**src/lbof_pkg.sv**
```systemverilog
// ----------------------------------------------------------------------------
// lbof_pkg
// shared types, class codes and the pair action rom of the line break finder
// ----------------------------------------------------------------------------
package lbof_pkg;

	localparam int NUM_TBL_CLS = 27;

	localparam logic [4:0] CLS_AL        = 5'd12;
	localparam logic [4:0] CLS_WJ        = 5'd21;
	localparam logic [4:0] CLS_MANDATORY = 5'd27;
	localparam logic [4:0] CLS_SPACE     = 5'd28;

	localparam logic [20:0] CP_LF  = 21'h00000A;
	localparam logic [20:0] CP_LSEP = 21'h002028;
	localparam logic [20:0] CP_PSEP = 21'h002029;

	// pair actions: direct, indirect, prohibited, combining, combining after OP
	typedef enum logic [2:0] {PD, PI, PP, PC, PX} act_t;

	// classified item passed from the front to the back
	typedef struct packed {
		logic       sep;
		logic       space;
		logic       eot;
		logic [4:0] cls;
	} item_t;

	localparam act_t PAIR_ROM [NUM_TBL_CLS][NUM_TBL_CLS] = '{
		'{PP,PP,PP,PP,PP,PP,PP,PP,PP,PP,PP,PP,PP,PP,
		  PP,PP,PP,PP,PP,PP,PX,PP,PP,PP,PP,PP,PP},
		'{PD,PP,PP,PI,PI,PP,PP,PP,PP,PI,PI,PD,PD,PD,
		  PD,PI,PI,PD,PD,PP,PC,PP,PD,PD,PD,PD,PD},
		'{PD,PP,PP,PI,PI,PP,PP,PP,PP,PI,PI,PI,PI,PD,
		  PD,PI,PI,PD,PD,PP,PC,PP,PD,PD,PD,PD,PD},
		'{PP,PP,PP,PI,PI,PI,PP,PP,PP,PI,PI,PI,PI,PI,
		  PI,PI,PI,PI,PI,PP,PC,PP,PI,PI,PI,PI,PI},
		'{PI,PP,PP,PI,PI,PI,PP,PP,PP,PI,PI,PI,PI,PI,
		  PI,PI,PI,PI,PI,PP,PC,PP,PI,PI,PI,PI,PI},
		'{PD,PP,PP,PI,PI,PI,PP,PP,PP,PD,PD,PD,PD,PD,
		  PD,PI,PI,PD,PD,PP,PC,PP,PD,PD,PD,PD,PD},
		'{PD,PP,PP,PI,PI,PI,PP,PP,PP,PD,PD,PD,PD,PD,
		  PD,PI,PI,PD,PD,PP,PC,PP,PD,PD,PD,PD,PD},
		'{PD,PP,PP,PI,PI,PI,PP,PP,PP,PD,PD,PI,PD,PD,
		  PD,PI,PI,PD,PD,PP,PC,PP,PD,PD,PD,PD,PD},
		'{PD,PP,PP,PI,PI,PI,PP,PP,PP,PD,PD,PI,PI,PD,
		  PD,PI,PI,PD,PD,PP,PC,PP,PD,PD,PD,PD,PD},
		'{PI,PP,PP,PI,PI,PI,PP,PP,PP,PD,PD,PI,PI,PI,
		  PD,PI,PI,PD,PD,PP,PC,PP,PI,PI,PI,PI,PI},
		'{PI,PP,PP,PI,PI,PI,PP,PP,PP,PD,PD,PI,PI,PD,
		  PD,PI,PI,PD,PD,PP,PC,PP,PD,PD,PD,PD,PD},
		'{PD,PP,PP,PI,PI,PI,PP,PP,PP,PI,PI,PI,PI,PD,
		  PI,PI,PI,PD,PD,PP,PC,PP,PD,PD,PD,PD,PD},
		'{PD,PP,PP,PI,PI,PI,PP,PP,PP,PD,PD,PI,PI,PD,
		  PI,PI,PI,PD,PD,PP,PC,PP,PD,PD,PD,PD,PD},
		'{PD,PP,PP,PI,PI,PI,PP,PP,PP,PD,PI,PD,PD,PD,
		  PI,PI,PI,PD,PD,PP,PC,PP,PD,PD,PD,PD,PD},
		'{PD,PP,PP,PI,PI,PI,PP,PP,PP,PD,PD,PD,PD,PD,
		  PI,PI,PI,PD,PD,PP,PC,PP,PD,PD,PD,PD,PD},
		'{PD,PP,PP,PI,PD,PI,PP,PP,PP,PD,PD,PI,PD,PD,
		  PD,PI,PI,PD,PD,PP,PC,PP,PD,PD,PD,PD,PD},
		'{PD,PP,PP,PI,PD,PI,PP,PP,PP,PD,PD,PD,PD,PD,
		  PD,PI,PI,PD,PD,PP,PC,PP,PD,PD,PD,PD,PD},
		'{PI,PP,PP,PI,PI,PI,PP,PP,PP,PI,PI,PI,PI,PI,
		  PI,PI,PI,PI,PI,PP,PC,PP,PI,PI,PI,PI,PI},
		'{PD,PP,PP,PI,PI,PI,PP,PP,PP,PD,PD,PD,PD,PD,
		  PD,PI,PI,PD,PP,PP,PC,PP,PD,PD,PD,PD,PD},
		'{PD,PD,PD,PD,PD,PD,PD,PD,PD,PD,PD,PD,PD,PD,
		  PD,PD,PD,PD,PD,PP,PD,PD,PD,PD,PD,PD,PD},
		'{PD,PP,PP,PI,PI,PI,PP,PP,PP,PD,PD,PI,PI,PD,
		  PI,PI,PI,PD,PD,PP,PC,PP,PD,PD,PD,PD,PD},
		'{PI,PP,PP,PI,PI,PI,PP,PP,PP,PI,PI,PI,PI,PI,
		  PI,PI,PI,PI,PI,PP,PC,PP,PI,PI,PI,PI,PI},
		'{PD,PP,PP,PI,PI,PI,PP,PP,PP,PD,PI,PD,PD,PD,
		  PI,PI,PI,PD,PD,PP,PC,PP,PD,PD,PD,PI,PI},
		'{PD,PP,PP,PI,PI,PI,PP,PP,PP,PD,PI,PD,PD,PD,
		  PI,PI,PI,PD,PD,PP,PC,PP,PD,PD,PD,PD,PI},
		'{PD,PP,PP,PI,PI,PI,PP,PP,PP,PD,PI,PD,PD,PD,
		  PI,PI,PI,PD,PD,PP,PC,PP,PI,PI,PI,PI,PD},
		'{PD,PP,PP,PI,PI,PI,PP,PP,PP,PD,PI,PD,PD,PD,
		  PI,PI,PI,PD,PD,PP,PC,PP,PD,PD,PD,PI,PI},
		'{PD,PP,PP,PI,PI,PI,PP,PP,PP,PD,PI,PD,PD,PD,
		  PI,PI,PI,PD,PD,PP,PC,PP,PD,PD,PD,PD,PI}
	};

	// pair lookup; codes outside the table never reach here in use
	function automatic act_t pair_lookup(input logic [4:0] b, input logic [4:0] c);
		act_t a;
		a = PD;
		if (b < CLS_MANDATORY && c < CLS_MANDATORY) begin
			a = PAIR_ROM[b][c];
		end
		return a;
	endfunction

endpackage

```
**src/lbof_front.sv**
```systemverilog
// ----------------------------------------------------------------------------
// lbof_front
// accepts characters, detects separators and spaces, remaps the class
// ----------------------------------------------------------------------------
module lbof_front (
	input  logic                clk,
	input  logic                arst_n,
	input  logic                in_valid,
	output logic                in_ready,
	input  logic [20:0]         code_point,
	input  logic [4:0]          break_class,
	input  logic                end_of_text,
	output logic                item_valid,
	input  logic                item_ready,
	output lbof_pkg::item_t     item
);

	logic            v_s1;
	lbof_pkg::item_t item_s1;
	lbof_pkg::item_t cls_item;

	always_comb begin
		cls_item.sep   = (code_point == lbof_pkg::CP_LF) || (code_point == lbof_pkg::CP_LSEP)
			|| (code_point == lbof_pkg::CP_PSEP) || (break_class == lbof_pkg::CLS_MANDATORY);
		cls_item.space = (break_class == lbof_pkg::CLS_SPACE);
		cls_item.eot   = end_of_text;
		// space opens a line as word joiner, other non-table classes as alphabetic
		if (break_class == lbof_pkg::CLS_SPACE) begin
			cls_item.cls = lbof_pkg::CLS_WJ;
		end else if (break_class >= lbof_pkg::CLS_MANDATORY) begin
			cls_item.cls = lbof_pkg::CLS_AL;
		end else begin
			cls_item.cls = break_class;
		end
	end

	assign in_ready   = !v_s1 || item_ready;
	assign item_valid = v_s1;
	assign item       = item_s1;

	always_ff @(posedge clk or negedge arst_n) begin
		if (!arst_n) begin
			v_s1 <= 1'b0;
		end else if (in_ready) begin
			v_s1 <= in_valid;
		end
	end

	always_ff @(posedge clk) begin
		if (in_valid && in_ready) begin
			item_s1 <= cls_item;
		end
	end

endmodule

```
**src/lbof_queue.sv**
```systemverilog
// ----------------------------------------------------------------------------
// lbof_queue
// two-entry queue of classified items between front and back
// ----------------------------------------------------------------------------
module lbof_queue (
	input  logic                clk,
	input  logic                arst_n,
	input  logic                wr_valid,
	output logic                wr_ready,
	input  lbof_pkg::item_t     wr_item,
	output logic                rd_valid,
	input  logic                rd_ready,
	output lbof_pkg::item_t     rd_item
);

	lbof_pkg::item_t mem_q [2];
	logic            wr_ptr_q;
	logic            rd_ptr_q;
	logic [1:0]      count_q;
	logic            push;
	logic            pop;

	assign wr_ready = (count_q != 2'd2);
	assign rd_valid = (count_q != 2'd0);
	assign rd_item  = mem_q[rd_ptr_q];
	assign push     = wr_valid && wr_ready;
	assign pop      = rd_valid && rd_ready;

	always_ff @(posedge clk or negedge arst_n) begin
		if (!arst_n) begin
			wr_ptr_q <= 1'b0;
			rd_ptr_q <= 1'b0;
			count_q  <= 2'd0;
		end else begin
			if (push) begin
				wr_ptr_q <= !wr_ptr_q;
			end
			if (pop) begin
				rd_ptr_q <= !rd_ptr_q;
			end
			if (push && !pop) begin
				count_q <= count_q + 2'd1;
			end else if (pop && !push) begin
				count_q <= count_q - 2'd1;
			end
		end
	end

	always_ff @(posedge clk) begin
		if (push) begin
			mem_q[wr_ptr_q] <= wr_item;
		end
	end

endmodule

```
**src/lbof_back.sv**
```systemverilog
// ----------------------------------------------------------------------------
// lbof_back
// line state, pair table lookup and the registered break result
// ----------------------------------------------------------------------------
module lbof_back (
	input  logic                clk,
	input  logic                arst_n,
	input  logic                item_valid,
	output logic                item_ready,
	input  lbof_pkg::item_t     item,
	output logic                out_valid,
	input  logic                out_ready,
	output logic                break_before,
	output logic                break_after
);

	logic           at_line_start_q;
	logic [4:0]     base_class_q;
	logic           prev_was_space_q;
	logic           out_valid_q;
	logic           before_q;
	logic           after_q;

	logic           als_n;
	logic [4:0]     base_n;
	logic           pws_n;
	logic           before_n;
	logic           after_n;
	logic           take;
	lbof_pkg::act_t act;

	assign item_ready   = !out_valid_q || out_ready;
	assign take         = item_valid && item_ready;
	assign out_valid    = out_valid_q;
	assign break_before = before_q;
	assign break_after  = after_q;
	assign act          = lbof_pkg::pair_lookup(base_class_q, item.cls);

	always_comb begin
		als_n    = at_line_start_q;
		base_n   = base_class_q;
		pws_n    = prev_was_space_q;
		before_n = 1'b0;
		after_n  = 1'b0;
		if (at_line_start_q) begin
			als_n   = 1'b0;
			pws_n   = 1'b0;
			base_n  = item.cls;
			after_n = item.sep;
		end else if (item.sep) begin
			after_n = 1'b1;
		end else if (item.space) begin
			pws_n = 1'b1;
		end else begin
			unique case (act)
				lbof_pkg::PD, lbof_pkg::PI: begin
					if (act == lbof_pkg::PD || prev_was_space_q) begin
						before_n = 1'b1;
						als_n    = 1'b0;
						base_n   = item.cls;
					end else begin
						base_n = item.cls;
					end
					pws_n = 1'b0;
				end
				lbof_pkg::PC, lbof_pkg::PX: begin
					// combining keeps the base unless it follows a space
					if (prev_was_space_q) begin
						base_n = item.cls;
					end
					pws_n = 1'b0;
				end
				default: begin
					base_n = item.cls;
					pws_n  = 1'b0;
				end
			endcase
		end
		if (item.eot) begin
			after_n = 1'b1;
		end
		if (after_n) begin
			als_n = 1'b1;
			pws_n = 1'b0;
		end
	end

	always_ff @(posedge clk or negedge arst_n) begin
		if (!arst_n) begin
			at_line_start_q  <= 1'b1;
			base_class_q     <= 5'd0;
			prev_was_space_q <= 1'b0;
			out_valid_q      <= 1'b0;
		end else begin
			if (item_ready) begin
				out_valid_q <= item_valid;
			end
			if (take) begin
				at_line_start_q  <= als_n;
				base_class_q     <= base_n;
				prev_was_space_q <= pws_n;
			end
		end
	end

	always_ff @(posedge clk) begin
		if (take) begin
			before_q <= before_n;
			after_q  <= after_n;
		end
	end

endmodule

```
**src/line_break_opportunity_finder.sv**
```systemverilog
// ----------------------------------------------------------------------------
// line_break_opportunity_finder
// finds line break opportunities in a character stream, one result per item
// ----------------------------------------------------------------------------
// Each input item is one character (code point, precomputed line-break class,
// end-of-text flag); each result item says whether a line ends before and/or
// after that character. The block sustains one item per clock cycle while out_ready
// stays high; the rate is set by the back stage, where the pair rom lookup and the
// update of the base class, the space flag and the line-start flag are combinational
// and feed the state registers directly. From input accept to result valid an item
// passes the front register, the queue and the output register, in that order.
// No reset sweep is needed.
// ----------------------------------------------------------------------------
module line_break_opportunity_finder (
	input  logic        clk,
	input  logic        arst_n,
	input  logic        in_valid,
	output logic        in_ready,
	input  logic [20:0] code_point,
	input  logic [4:0]  break_class,
	input  logic        end_of_text,
	output logic        out_valid,
	input  logic        out_ready,
	output logic        break_before,
	output logic        break_after
);

	// front to queue
	logic            f_valid;
	logic            f_ready;
	lbof_pkg::item_t f_item;

	// queue to back
	logic            b_valid;
	logic            b_ready;
	lbof_pkg::item_t b_item;

	// front: separator and space detection, class remap, one register stage
	lbof_front u_front (
		.clk         (clk),
		.arst_n      (arst_n),
		.in_valid    (in_valid),
		.in_ready    (in_ready),
		.code_point  (code_point),
		.break_class (break_class),
		.end_of_text (end_of_text),
		.item_valid  (f_valid),
		.item_ready  (f_ready),
		.item        (f_item)
	);

	// short queue so front and back can stall on their own
	lbof_queue u_queue (
		.clk      (clk),
		.arst_n   (arst_n),
		.wr_valid (f_valid),
		.wr_ready (f_ready),
		.wr_item  (f_item),
		.rd_valid (b_valid),
		.rd_ready (b_ready),
		.rd_item  (b_item)
	);

	// back: line state, pair lookup and the output register
	lbof_back u_back (
		.clk          (clk),
		.arst_n       (arst_n),
		.item_valid   (b_valid),
		.item_ready   (b_ready),
		.item         (b_item),
		.out_valid    (out_valid),
		.out_ready    (out_ready),
		.break_before (break_before),
		.break_after  (break_after)
	);

endmodule
```
**config.mk**
```make
export PLATFORM = sky130hd
export DESIGN_NAME = line_break_opportunity_finder
export DESIGN_NICKNAME = d
export VERILOG_FILES = /design/src/lbof_pkg.sv /design/src/lbof_front.sv /design/src/lbof_queue.sv /design/src/lbof_back.sv /design/src/line_break_opportunity_finder.sv
export SDC_FILE = /design/constraint.sdc
export NUM_CORES = 1
export LEC_CHECK = 0
export BUFFER_PORTS_ARGS = -buffer_cell sky130_fd_sc_hd__buf_2
export CORE_UTILIZATION = 26
export CTS_CLUSTER_DIAMETER = 60
export DETAILED_ROUTE_END_ITERATION = 6
export PLACE_DENSITY_LB_ADDON = 0.3
export SLEW_MARGIN = 10
export SYNTH_ARGS = -nofsm -noshare
export SYNTH_HDL_FRONTEND = slang
export SYNTH_HIERARCHICAL = 1
export SYNTH_SLANG_ARGS = --single-unit
```
**constraint.sdc**
```tcl
create_clock -name clk -period 4.9 [get_ports clk]
set_input_delay 0.49 -clock clk [delete_from_list [all_inputs] [get_ports clk]]
set_output_delay 0.49 -clock clk [all_outputs]
set_load 0.03 [all_outputs]
```
==> run metrics <==
crit path launch=u_queue/rd_ptr_q; CTS Root Cell=clkbuf_8; syn_area_per_cell=10.15 um2; core footprint=9371 um2; Synth cell types=69; Placed Area=2800 um2; die span in x=101.2 um; die area=10240 um2; n_diodes=0; fin area=2917 um2; largest net degree at the start of global routing=26; number of synthesized flops with an enable pin=26; Switch Pwr=841.1 uW; Area Overhead vs Synth=14.04%; CP required=5.08 ns; layout cells sized above 1=24.64%; vias in the first global route=1934; antenna viol nets, final=0; Sw Ratio=44.56%; Slew HR=45.55%; H-tree lvl count=2; list of most frequent post-synthesis cells=27 x nand2_1, 26 x edfxtp_1, 15 x nor2_1; residual DRC count=0; HPWL Detailed=3.886 mm; DR WL/cell=12.89 um; post-synthesis sequential area ratio=43.30%; First-pass DRT Iterations=4; initial antenna violation count=0; GRT Util Overall=11.29%; global-route wire length before repair=9.018 mm; maximum vdd drop=0.1674 mV; Final Net Count=317; worst reg2reg startpoint=u_queue/rd_ptr_q; Finished Layout Cells=409; post-synth top area cell=edfxtp_1; Die Y=101.2 um; CP endpoint kind=flop; I/O pins=35; Fin. Hold Viols=0; max frequency=323.5 MHz; worst skew pair latency=0.29 ns; hold_ws=0.06952 ns; # port buffers=34; Post-Syn Instances=252; startpoint types=flop; Vias/cell=4.839; drt total wl=5.270 mm; CP most frequent cell=nor4_1; max_cap viols=0; slowest stage cell, crit path=dfrtp_1; max-slew violations=0; Sinks on Clock Net=39; Synth top area share=30.53%; RSZ-0062 raised after global routing=no; period utilisation layout=63.09%; Post-synth ARST share=33.33%; crit path time final=3.091 ns; worst min-delay path class=in2async; TritonCTS clock tree=built; Post-CTS Setup Bufs=0; clock share of power=14.5%; Post-synth top flop=edfxtp_1; CTS Buf Count=5; cell internal pwr=1046 uW; drt initial violations=111; initial core utilization=27.29%; Post-Syn Nets=290; crit path kind=reg2reg; clock buffer depth=2; measured slew at the worst slew-check pin=0.8168 ns; Critical Path Max Stage Delay=0.56 ns; CTS resizes=0; via count=1979; grt ovf=0; Synth area leaders=edfxtp_1 31%, dfrtp_1 12%, mux2_2 4.0%; crit-path cells=mux2_2 -> nor4_1 -> a31oi_1 -> o21ai_0 -> a21oi_1 -> nor4_1 -> nand4b_1 -> o21ai_4 -> mux2_4; row count=35; routability cong.=0.8323; Worst Path Arrival=3.27 ns; Ys Warns=6; clk slew on worst S/H paths=0.08 ns; Seq pwr share=34.2%; R2R setup slack=1.81 ns; cts hold-fix bufs=0; cell with the most instances after synthesis=nand2_1; crit-path max FO=25; #FFs+latches synth=39; count of final setup violators=0; PwrDens=647.2 nW/um2; Leak=0.001125 uW; skew final=0.005928 ns; Fin Setup TNS=0 ns; Logic pwr share=51.3%; status=completed; post-synthesis cell area=2557 um2; Placed Cells=401
[cell type report]
type | count | area (um2)
inverters | 13 | 48.80
well taps | 129 | 161.4
fillers | 1012 | 6455
flip-flops and latches | 39 | 1107
multi-input cells | 186 | 1313
clock buffers | 5 | 68.82
repair buffers | 34 | 170.2
clock inverters | 3 | 47.55
[path summary, 6_finish.rpt]
check,cells past startpoint,end
min in group clk,1,u_front/item[5]
min,1,u_queue/wr_ptr_q
max reg2reg,9,u_back/base_class_q[0]
min reg2reg,0,u_queue/mem_q[0][7]
max in group asynchronous,1,u_back/at_line_start_q
max,9,u_back/base_class_q[0]
[power groups by stage]
stage	Clock, uW	Combinational [uW]	Sequential [uW]
after global routing	299	1070	673
after floorplan	0	846	576
after global placement	0	961	650
after CTS	284	966	645
final	274	969	645
after detailed placement	0	961	652
[stage by stage]
step	power (uW)	utilization [%]	worst slack, ns
finish	1888	31.12	1.809
global route	2041	31.12	1.481
CTS	1896	31.12	1.810
detailed placement	1613	29.88	1.821
global placement	1610	29.88	1.919
floorplan	1422	-	2.132
[flip-flops by register name, summed over array words and instances (netlist names)]
signal                   count
u_queue/count_q              2
u_front/item                 8
u_front/item_valid           1
u_queue/rd_ptr_q             1
u_back/prev_was_space_q      1
u_queue/wr_ptr_q             1
u_back/out_valid             1
u_back/base_class_q          5
u_back/break_after           1
u_back/break_before          1
u_queue/mem_q               16
u_back/at_line_start_q       1
[metal layers]
| metal | routed length, um | vias to the layer above | global-route usage (%) | share of wire [%] |
|---|---|---|---|---|
| li1 | - | 986 | - | - |
| met1 | 2444 | 923 | 13.98 | 46 |
| met2 | 2480 | 60 | 18.89 | 47 |
| met3 | 266 | 10 | 3.244 | 5.0 |
| met4 | 78 | 0 | 3.790 | 1.5 |
| met5 | 0 | - | 0 | 0 |
[worst max-delay path, delay by kind of cell (launching register included)]
| family | cells | cell delay, ns |
|---|---|---|
| compound gates | 4 | 0.52 |
| mux | 2 | 0.88 |
| flops | 1 | 0.56 |
| simple gates | 3 | 1.01 |
[logic make-up after synthesis]
kind of cell    synth area share, %
simple gates                  21.38
compound gates                16.59
flops                         43.30
buf+inv                       5.381
mux                           7.094
fa+ha+maj                     3.865
xor+xnor                      2.397
[cells in the final DEF (no fill, tap or decap), types with 7 or more instances in the layout]
cell / netlist / layout
inv_1: 11 / 11
nand2b_1: 9 / 9
dfrtp_1: 12 / 12
nand2_1: 27 / 27
buf_2: 5 / 34
a21oi_1: 11 / 11
edfxtp_1: 26 / 26
nor2_1: 15 / 15
mux2_2: 9 / 9
ha_1: 7 / 7
a31oi_1: 7 / 7
o21ai_0: 11 / 11
Power figures use the tool's default switching activity.
